<file path="config.mk">
export PLATFORM = sky130hd
export DESIGN_NAME = ccd_line_dip_midpoint
export DESIGN_NICKNAME = d
export VERILOG_FILES = /design/src/sv/cldm_pkg.sv /design/src/sv/ccd_line_dip_midpoint.sv /design/src/sv/cldm_dip_track.sv
export SDC_FILE = /design/constraint.sdc
export NUM_CORES = 1
export LEC_CHECK = 0
export BUFFER_PORTS_ARGS = -buffer_cell sky130_fd_sc_hd__buf_2
export CORE_ASPECT_RATIO = 1.2
export CORE_UTILIZATION = 40
export DETAILED_ROUTE_END_ITERATION = 8
export GPL_TIMING_DRIVEN = 0
export HOLD_SLACK_MARGIN = 0.1
export MAX_ROUTING_LAYER = met4
export PLACE_DENSITY_LB_ADDON = 0.15
export SLEW_MARGIN = 15
export SYNTH_ARGS = -nofsm -noshare
export SYNTH_HDL_FRONTEND = slang
export SYNTH_SLANG_ARGS = --single-unit
</file>
<file path="constraint.sdc">
create_clock -name i_clk -period 8.6 [get_ports i_clk]
set_input_delay 2.15 -clock i_clk [delete_from_list [all_inputs] [get_ports i_clk]]
set_output_delay 2.15 -clock i_clk [all_outputs]
set_load 0.02 [all_outputs]
</file>
<file path="src/sv/cldm_pkg.sv">
// Shared types, constants and helpers for the line dip midpoint block.
package cldm_pkg;

    localparam int PIX_W      = 16;
    localparam int IDX_W      = 8;
    localparam int WIDTH_W    = 8;
    localparam int APB_DATA_W = 32;
    localparam int APB_ADDR_W = 4;

    localparam int MAX_PIXELS_DEF = 128;

    // Register indexes (byte address = 4 * index)
    localparam logic [1:0] REG_FALL_STEP = 2'd0;
    localparam logic [1:0] REG_RISE_STEP = 2'd1;
    localparam logic [1:0] REG_MIN_WIDTH = 2'd2;

    localparam logic [PIX_W-1:0]   FALL_STEP_RST = 16'd8;
    localparam logic [PIX_W-1:0]   RISE_STEP_RST = 16'd5;
    localparam logic [WIDTH_W-1:0] MIN_WIDTH_RST = 8'd5;

    // Edge tests look back over three earlier pixels
    localparam logic [IDX_W-1:0] HIST_DEPTH = 8'd3;

    typedef struct packed {
        logic [PIX_W-1:0]   fall_step;
        logic [PIX_W-1:0]   rise_step;
        logic [WIDTH_W-1:0] min_width;
    } t_cfg;

    // a - b >= step, exact signed compare
    function automatic logic step_ok(input logic [PIX_W-1:0] a,
                                     input logic [PIX_W-1:0] b,
                                     input logic [PIX_W-1:0] step);
        logic signed [PIX_W+1:0] diff;
        begin
            diff = $signed({2'b00, a}) - $signed({2'b00, b});
            return diff >= $signed({2'b00, step});
        end
    endfunction

endpackage

</file>
<file path="src/sv/ccd_line_dip_midpoint.sv">
// Top level: finds the center of a dark dip in one linear-sensor line.
//
// Usage:
//   Pixel channel: i_pix_valid / o_pix_stall carry one pixel per beat
//   (i_pixel, i_last_pixel). i_last_pixel marks the final pixel of a line.
//   Result channel: o_mid_valid / i_mid_stall carry one beat per line,
//   o_midpoint, issued for the last pixel only; 0 when no valid dip.
//   Config: APB-style port; fall_step at 0x0, rise_step at 0x4,
//   min_width at 0x8. Write only while the block is idle.
// Timing:
//   One pixel per cycle sustained, except while a last pixel waits on a stalled
//   result. A beat lands in the input register; the edge tests and midpoint are
//   computed from it combinationally and the result register loads when it
//   leaves, so o_mid_valid rises once the last pixel's beat leaves the input register.
// Stall:
//   A stalled result holds in the output register; ordinary pixels keep
//   flowing, and only a last pixel waits in the input register until the
//   output register frees, which then backs up o_pix_stall.
// Reset: synchronous, active low; clears line state, restores defaults.
module ccd_line_dip_midpoint #(
    parameter int MAX_PIXELS = cldm_pkg::MAX_PIXELS_DEF
) (
    input  logic                             i_clk,
    input  logic                             i_rst_n,
    // pixel channel
    input  logic                             i_pix_valid,
    output logic                             o_pix_stall,
    input  logic [cldm_pkg::PIX_W-1:0]       i_pixel,
    input  logic                             i_last_pixel,
    // result channel
    output logic                             o_mid_valid,
    input  logic                             i_mid_stall,
    output logic [cldm_pkg::IDX_W-1:0]       o_midpoint,
    // config port
    input  logic                             psel,
    input  logic                             penable,
    input  logic                             pwrite,
    input  logic [cldm_pkg::APB_ADDR_W-1:0]  paddr,
    input  logic [cldm_pkg::APB_DATA_W-1:0]  pwdata,
    output logic [cldm_pkg::APB_DATA_W-1:0]  prdata,
    output logic                             pready
);
    import cldm_pkg::*;

    t_cfg r_cfg;

    // input register
    logic             r_s1_valid;
    logic [PIX_W-1:0] r_s1_pixel;
    logic             r_s1_last;

    // output register
    logic             r_out_valid;
    logic [IDX_W-1:0] r_out_mid;

    logic             out_free;
    logic             s1_fire;
    logic             in_fire;
    logic             cfg_wr;
    logic [IDX_W-1:0] mid_calc;

    // ---- config registers ----
    assign pready = 1'b1;
    assign cfg_wr = psel && penable && pwrite;

    always_ff @(posedge i_clk) begin
        if (!i_rst_n) begin
            r_cfg.fall_step <= FALL_STEP_RST;
            r_cfg.rise_step <= RISE_STEP_RST;
            r_cfg.min_width <= MIN_WIDTH_RST;
        end else if (cfg_wr) begin
            unique case (paddr[3:2])
                REG_FALL_STEP: r_cfg.fall_step <= pwdata[PIX_W-1:0];
                REG_RISE_STEP: r_cfg.rise_step <= pwdata[PIX_W-1:0];
                REG_MIN_WIDTH: r_cfg.min_width <= pwdata[WIDTH_W-1:0];
                default: ;
            endcase
        end
    end

    always_comb begin
        unique case (paddr[3:2])
            REG_FALL_STEP: prdata = APB_DATA_W'(r_cfg.fall_step);
            REG_RISE_STEP: prdata = APB_DATA_W'(r_cfg.rise_step);
            REG_MIN_WIDTH: prdata = APB_DATA_W'(r_cfg.min_width);
            default:       prdata = '0;
        endcase
    end

    // ---- handshake ----
    // only a last-pixel beat needs room in the output register
    assign out_free    = !r_out_valid || !i_mid_stall;
    assign s1_fire     = r_s1_valid && (!r_s1_last || out_free);
    assign o_pix_stall = r_s1_valid && !s1_fire;
    assign in_fire     = i_pix_valid && !o_pix_stall;

    always_ff @(posedge i_clk) begin
        if (!i_rst_n) begin
            r_s1_valid <= 1'b0;
        end else if (in_fire || s1_fire) begin
            r_s1_valid <= in_fire;
        end
    end

    always_ff @(posedge i_clk) begin
        if (in_fire) begin
            r_s1_pixel <= i_pixel;
            r_s1_last  <= i_last_pixel;
        end
    end

    // ---- edge tracking ----
    cldm_dip_track #(
        .MAX_PIXELS (MAX_PIXELS)
    ) u_track (
        .i_clk        (i_clk),
        .i_rst_n      (i_rst_n),
        .i_fire       (s1_fire),
        .i_pixel      (r_s1_pixel),
        .i_last_pixel (r_s1_last),
        .i_cfg        (r_cfg),
        .o_midpoint   (mid_calc)
    );

    // ---- result register ----
    always_ff @(posedge i_clk) begin
        if (!i_rst_n) begin
            r_out_valid <= 1'b0;
        end else if (s1_fire && r_s1_last) begin
            r_out_valid <= 1'b1;
        end else if (!i_mid_stall) begin
            r_out_valid <= 1'b0;
        end
    end

    always_ff @(posedge i_clk) begin
        if (s1_fire && r_s1_last) begin
            r_out_mid <= mid_calc;
        end
    end

    assign o_mid_valid = r_out_valid;
    assign o_midpoint  = r_out_mid;

endmodule

</file>
<file path="src/sv/cldm_dip_track.sv">
// Per-line state: pixel history, index, edge phase and edge positions.
module cldm_dip_track #(
    parameter int MAX_PIXELS = cldm_pkg::MAX_PIXELS_DEF
) (
    input  logic                        i_clk,
    input  logic                        i_rst_n,
    input  logic                        i_fire,
    input  logic [cldm_pkg::PIX_W-1:0]  i_pixel,
    input  logic                        i_last_pixel,
    input  cldm_pkg::t_cfg              i_cfg,
    output logic [cldm_pkg::IDX_W-1:0]  o_midpoint
);
    import cldm_pkg::*;

    typedef enum logic [2:0] {
        PH_SEEK_FALL = 3'b001,
        PH_SEEK_RISE = 3'b010,
        PH_DONE      = 3'b100
    } t_phase;

    logic [PIX_W-1:0] r_hist [3];
    logic [IDX_W-1:0] r_idx;
    t_phase           r_phase;
    logic [IDX_W-1:0] r_fall_pos;
    logic [IDX_W-1:0] r_rise_pos;

    logic             active;
    logic             fall_hit;
    logic             rise_hit;
    t_phase           ph_mid;
    t_phase           n_phase;
    logic [IDX_W-1:0] n_fall_pos;
    logic [IDX_W-1:0] n_rise_pos;
    logic [IDX_W:0]   pos_sum;
    logic [IDX_W-1:0] pos_gap;

    assign active = (r_idx < IDX_W'(MAX_PIXELS));

    always_comb begin
        fall_hit = active && (r_idx >= HIST_DEPTH) && (r_phase == PH_SEEK_FALL)
                   && step_ok(r_hist[2], r_hist[1], i_cfg.fall_step)
                   && step_ok(r_hist[1], r_hist[0], i_cfg.fall_step)
                   && step_ok(r_hist[0], i_pixel,   i_cfg.fall_step);
        ph_mid     = fall_hit ? PH_SEEK_RISE : r_phase;
        n_fall_pos = fall_hit ? r_idx : r_fall_pos;
        // the pixel that made the falling edge may also make the rising one
        rise_hit = active && (r_idx >= HIST_DEPTH) && (ph_mid == PH_SEEK_RISE)
                   && step_ok(r_hist[1], r_hist[2], i_cfg.rise_step)
                   && step_ok(r_hist[0], r_hist[1], i_cfg.rise_step)
                   && step_ok(i_pixel,   r_hist[0], i_cfg.rise_step);
        n_phase    = rise_hit ? PH_DONE : ph_mid;
        n_rise_pos = rise_hit ? r_idx : r_rise_pos;

        pos_sum = {1'b0, n_fall_pos} + {1'b0, n_rise_pos};
        pos_gap = n_rise_pos - n_fall_pos;
        if ((n_phase == PH_DONE) && (pos_gap >= i_cfg.min_width)) begin
            o_midpoint = pos_sum[IDX_W:1];
        end else begin
            o_midpoint = '0;
        end
    end

    always_ff @(posedge i_clk) begin
        if (!i_rst_n || (i_fire && i_last_pixel)) begin
            r_hist[0]  <= '0;
            r_hist[1]  <= '0;
            r_hist[2]  <= '0;
            r_idx      <= '0;
            r_phase    <= PH_SEEK_FALL;
            r_fall_pos <= '0;
            r_rise_pos <= '0;
        end else if (i_fire && active) begin
            r_hist[2]  <= r_hist[1];
            r_hist[1]  <= r_hist[0];
            r_hist[0]  <= i_pixel;
            r_idx      <= r_idx + 1'b1;
            r_phase    <= n_phase;
            r_fall_pos <= n_fall_pos;
            r_rise_pos <= n_rise_pos;
        end
    end

endmodule
</file>
==> impl_metrics.env <==
export IMPL_run_status="completed"
export IMPL_grt_total_usage=0.241
export IMPL_post_layout_nonfiller_instances=2046
export IMPL_grt_pass1_wl_um=60000
export IMPL_element_type_at_the_critical_path_start="register"
export IMPL_synth_warnings=0
export IMPL_static_leakage_power_nw=6.42
export IMPL_synth_yosys_seq_area_share=0.272
export IMPL_reg2reg_capture_point="o_midpoint[6]"
export IMPL_p_seq_frac=0.303
export IMPL_first_global_vias=10900
export IMPL_post_synth_instance_area_um2=13100
export IMPL_fmax_ghz=0.123
export IMPL_cap_viol_max_count=0
export IMPL_cp_arrival_ps=8320
export IMPL_sinks_on_the_clock_net=142
export IMPL_timing_hold_worst_class="register to register"
export IMPL_routed_via_count=10800
export IMPL_power_report_internal_total_mw=1.61
export IMPL_clock_pin_slew_of_the_registers_on_the_worst_case_setup_and_hold_paths_ps=60
export IMPL_crit_type="register to register"
export IMPL_rr_startpoint="u_track.r_hist[0][0]"
export IMPL_timing_final_crit_share=0.947
export IMPL_hold_path_startpoint="u_track.r_rise_pos[7]"
export IMPL_power_per_cell_area_nw_per_um2=170
export IMPL_grt_overflow_total=0
export IMPL_final_max_slew_viol_count=0
export IMPL_detail_route_wl_per_cell_um=18.8
export IMPL_grt_max_degree=49
export IMPL_ff2ff_setup_slack_ps=450
export IMPL_crit_fanout=10
export IMPL_combPwrFrac=0.400
export IMPL_die_area_um2=33600
export IMPL_insertedDiodeCount=0
export IMPL_cts_htree_levels=4
export IMPL_drt_total_wl_um=38400
export IMPL_measured_slew_at_the_worst_slew_check_pin_ps=859
export IMPL_syn_mean_instance_area_um2=8.68
export IMPL_first_pass_iters=5
export IMPL_dp_final_hpwl_um=31700
export IMPL_drc=0
export IMPL_worstPathRequired_ps=8780
export IMPL_final_hold_violation_count=0
export IMPL_cts_made_buffers=17
export IMPL_setup_viol=0
export IMPL_power_switching_uw=922
export IMPL_synthFlopType="edfxtp_1"
export IMPL_layout_min_cycle_time_ps=8150
export IMPL_worst_r2r_cell_count=34
export IMPL_share_of_post_route_cells_with_drive_strength_above_1=0.130
export IMPL_cp_dominant_cell_by_count="a21o_1"
export IMPL_max_slew_margin_rel=0.427
export IMPL_crit_path_end="o_midpoint[6]"
export IMPL_critical_path_slowest_cell="fa_1"
export IMPL_vias_per_cell=5.30
export IMPL_synth_async_reset_ratio=0
export IMPL_clock_insertion_delay_worst_skew_ps=440
export IMPL_setup_worst_path_end_class="register"
export IMPL_detail_route_antenna_nets=0
export IMPL_drt_iter0_drc=531
export IMPL_cts_root_buf="clkbuf_16"
export IMPL_ys_seq_elements=142
export IMPL_worst_clock_skew_ps=10.8
export IMPL_cts_tree="built"
export IMPL_syn_inst=1514
export IMPL_final_hold_worst_slack_ps=476
export IMPL_edff_count_synth=73
export IMPL_core_area_um2=32300
export IMPL_dpl_cell_count=2004
export IMPL_utilization=0.461
export IMPL_fp_row_count=72
export IMPL_worst_path_largest_cell_delay_ps=480
export IMPL_area_growth_from_synthesis_to_final_layout_pct=13.2
export IMPL_vdd_ir_drop_max_uv=136
export IMPL_io_pins=103
export IMPL_clock_share_of_power=0.296
export IMPL_clock_path_buffers=2
export IMPL_die_y_um=201
export IMPL_sw_frac_of_total=0.364
export IMPL_initial_core_util=0.408
export IMPL_place_port_buffers=67
export IMPL_chipWidth_um=167
export IMPL_worstSetupStartpoint="u_track.r_hist[0][0]"
export IMPL_report_power_total_mw=2.53
export IMPL_fin_nets=1909
export IMPL_antenna_violations_before_repair=0
export IMPL_place_gp_congestion=0.894
export IMPL_synth_distinct_cells=75
## cell type report
| cell class | count | area, um^2 |
|---|---|---|
| buffer | 84 | 452 |
| tap | 407 | 509 |
| timing repair buffer | 79 | 445 |
| clock buffer | 24 | 514 |
| inverter | 143 | 537 |
| sequential | 142 | 3570 |
| fill | 3252 | 17400 |
| multi-input combinational | 1159 | 8770 |
| clock inverter | 8 | 77.6 |
## sequential cells by signal, indices dropped and copies added (netlist names)
register            count
u_track.r_phase         3
u_track.r_hist         48
u_track.r_rise_pos      8
o_mid_valid             1
r_s1_last               1
o_midpoint              8
u_track.r_idx           8
u_track.r_fall_pos      8
r_cfg                  40
r_s1_valid              1
r_s1_pixel             16
## kinds of logic after synthesis
group,synth area share
mux,0.0311
fa+ha+maj,0.216
simple gates,0.150
compound gates,0.192
buf+inv,0.0752
other cells,0.000571
flops,0.272
xor+xnor,0.0633
## critical path, delay by kind of cell (launching register included)
family / cells / cell delay [ps]
compound gates: 14 / 2990
xor+xnor: 1 / 100
fa+ha+maj: 6 / 1880
buf+inv: 5 / 750
flops: 1 / 450
mux: 1 / 390
simple gates: 7 / 1350
## per-layer routing
metal | GRT usage | part of all wire | up-vias
met1 | 0.289 | 0.45 | 5078
li1 | - | - | 5492
met2 | 0.400 | 0.48 | 207
met4 | 0.113 | 0.041 | 0
met3 | 0.0290 | 0.030 | 63
met5 | - | 0 | -
## power groups by stage
| stage | clock, mW | sequential, mW | combinational (mW) |
|---|---|---|---|
| after floorplan | 0 | 0.775 | 0.733 |
| after global placement | 0 | 0.784 | 0.972 |
| after detailed placement | 0 | 0.784 | 0.986 |
| after CTS | 0.767 | 0.768 | 1.01 |
| after global routing | 0.794 | 0.773 | 1.15 |
| final | 0.751 | 0.769 | 1.01 |
## what timing repair did
item / CTS / global route
pin swaps: 3 / 7
hold buffers: 0 / 0
endpoints found under the setup margin: 8 / 8
resized for setup: 12 / 19
buffers inserted: 2 / 9
## synthesized netlist by cell type, types with 20 or more instances
cell type | instances | area share
buf_2 | 21 | 0.0080
a211oi_1 | 21 | 0.012
o21bai_1 | 30 | 0.017
xnor2_1 | 63 | 0.042
a21o_1 | 53 | 0.030
a21oi_1 | 128 | 0.049
dfxtp_1 | 69 | 0.11
inv_1 | 142 | 0.041
clkbuf_1 | 33 | 0.0094
nand2_1 | 118 | 0.034
buf_4 | 20 | 0.011
mux2i_1 | 33 | 0.025
nor2_1 | 82 | 0.023
o21ai_0 | 57 | 0.022
ha_1 | 216 | 0.21
xor2_1 | 32 | 0.021
nor2b_1 | 26 | 0.012
a21boi_0 | 32 | 0.018
nor3_1 | 73 | 0.028
edfxtp_1 | 73 | 0.17
nand2b_1 | 21 | 0.010
## per-stage QoR
step                setup TNS, ps  instance area (um^2)  setup WS, ps
floorplan                       0                 13200          1320
global placement            -1840                 14000          -524
detailed placement          -2450                 14100          -597
CTS                             0                 14700          72.0
global route                -15.2                 14900         -15.2
finish                          0                 14900           454
## worst min-delay path by stage
stage                                  to  slack (ps)  depth (start not counted)
floorplan           u_track.r_rise_pos[7]         450                          1
global placement    u_track.r_rise_pos[7]         460                          1
detailed placement  u_track.r_rise_pos[7]         460                          1
CTS                 u_track.r_rise_pos[7]         480                          1
global route        u_track.r_rise_pos[7]         500                          1
finish              u_track.r_rise_pos[7]         480                          1
## layout by cell type, fill, tap and decap left out, drive strengths merged, types with 6 or more instances in the layout
master,synthesis,routed
a211oi,21,21
a21boi,32,32
a21o,53,53
a21oi,130,130
a221oi,11,11
and2,6,6
buf,51,130
clkbuf,34,57
clkinv,0,6
conb,2,17
dfxtp,69,69
edfxtp,73,73
fa,7,7
ha,216,216
inv,143,144
mux2,7,7
mux2i,33,33
nand2,119,119
nand2b,21,21
nand3,17,17
nand4,16,16
nor2,82,82
nor2b,26,26
nor3,73,73
nor4,7,7
o211ai,6,6
o21a,8,8
o21ai,64,64
o21bai,30,30
or2,9,9
or4,7,7
xnor2,63,63
xor2,32,32
Power figures use the tool's default switching activity.
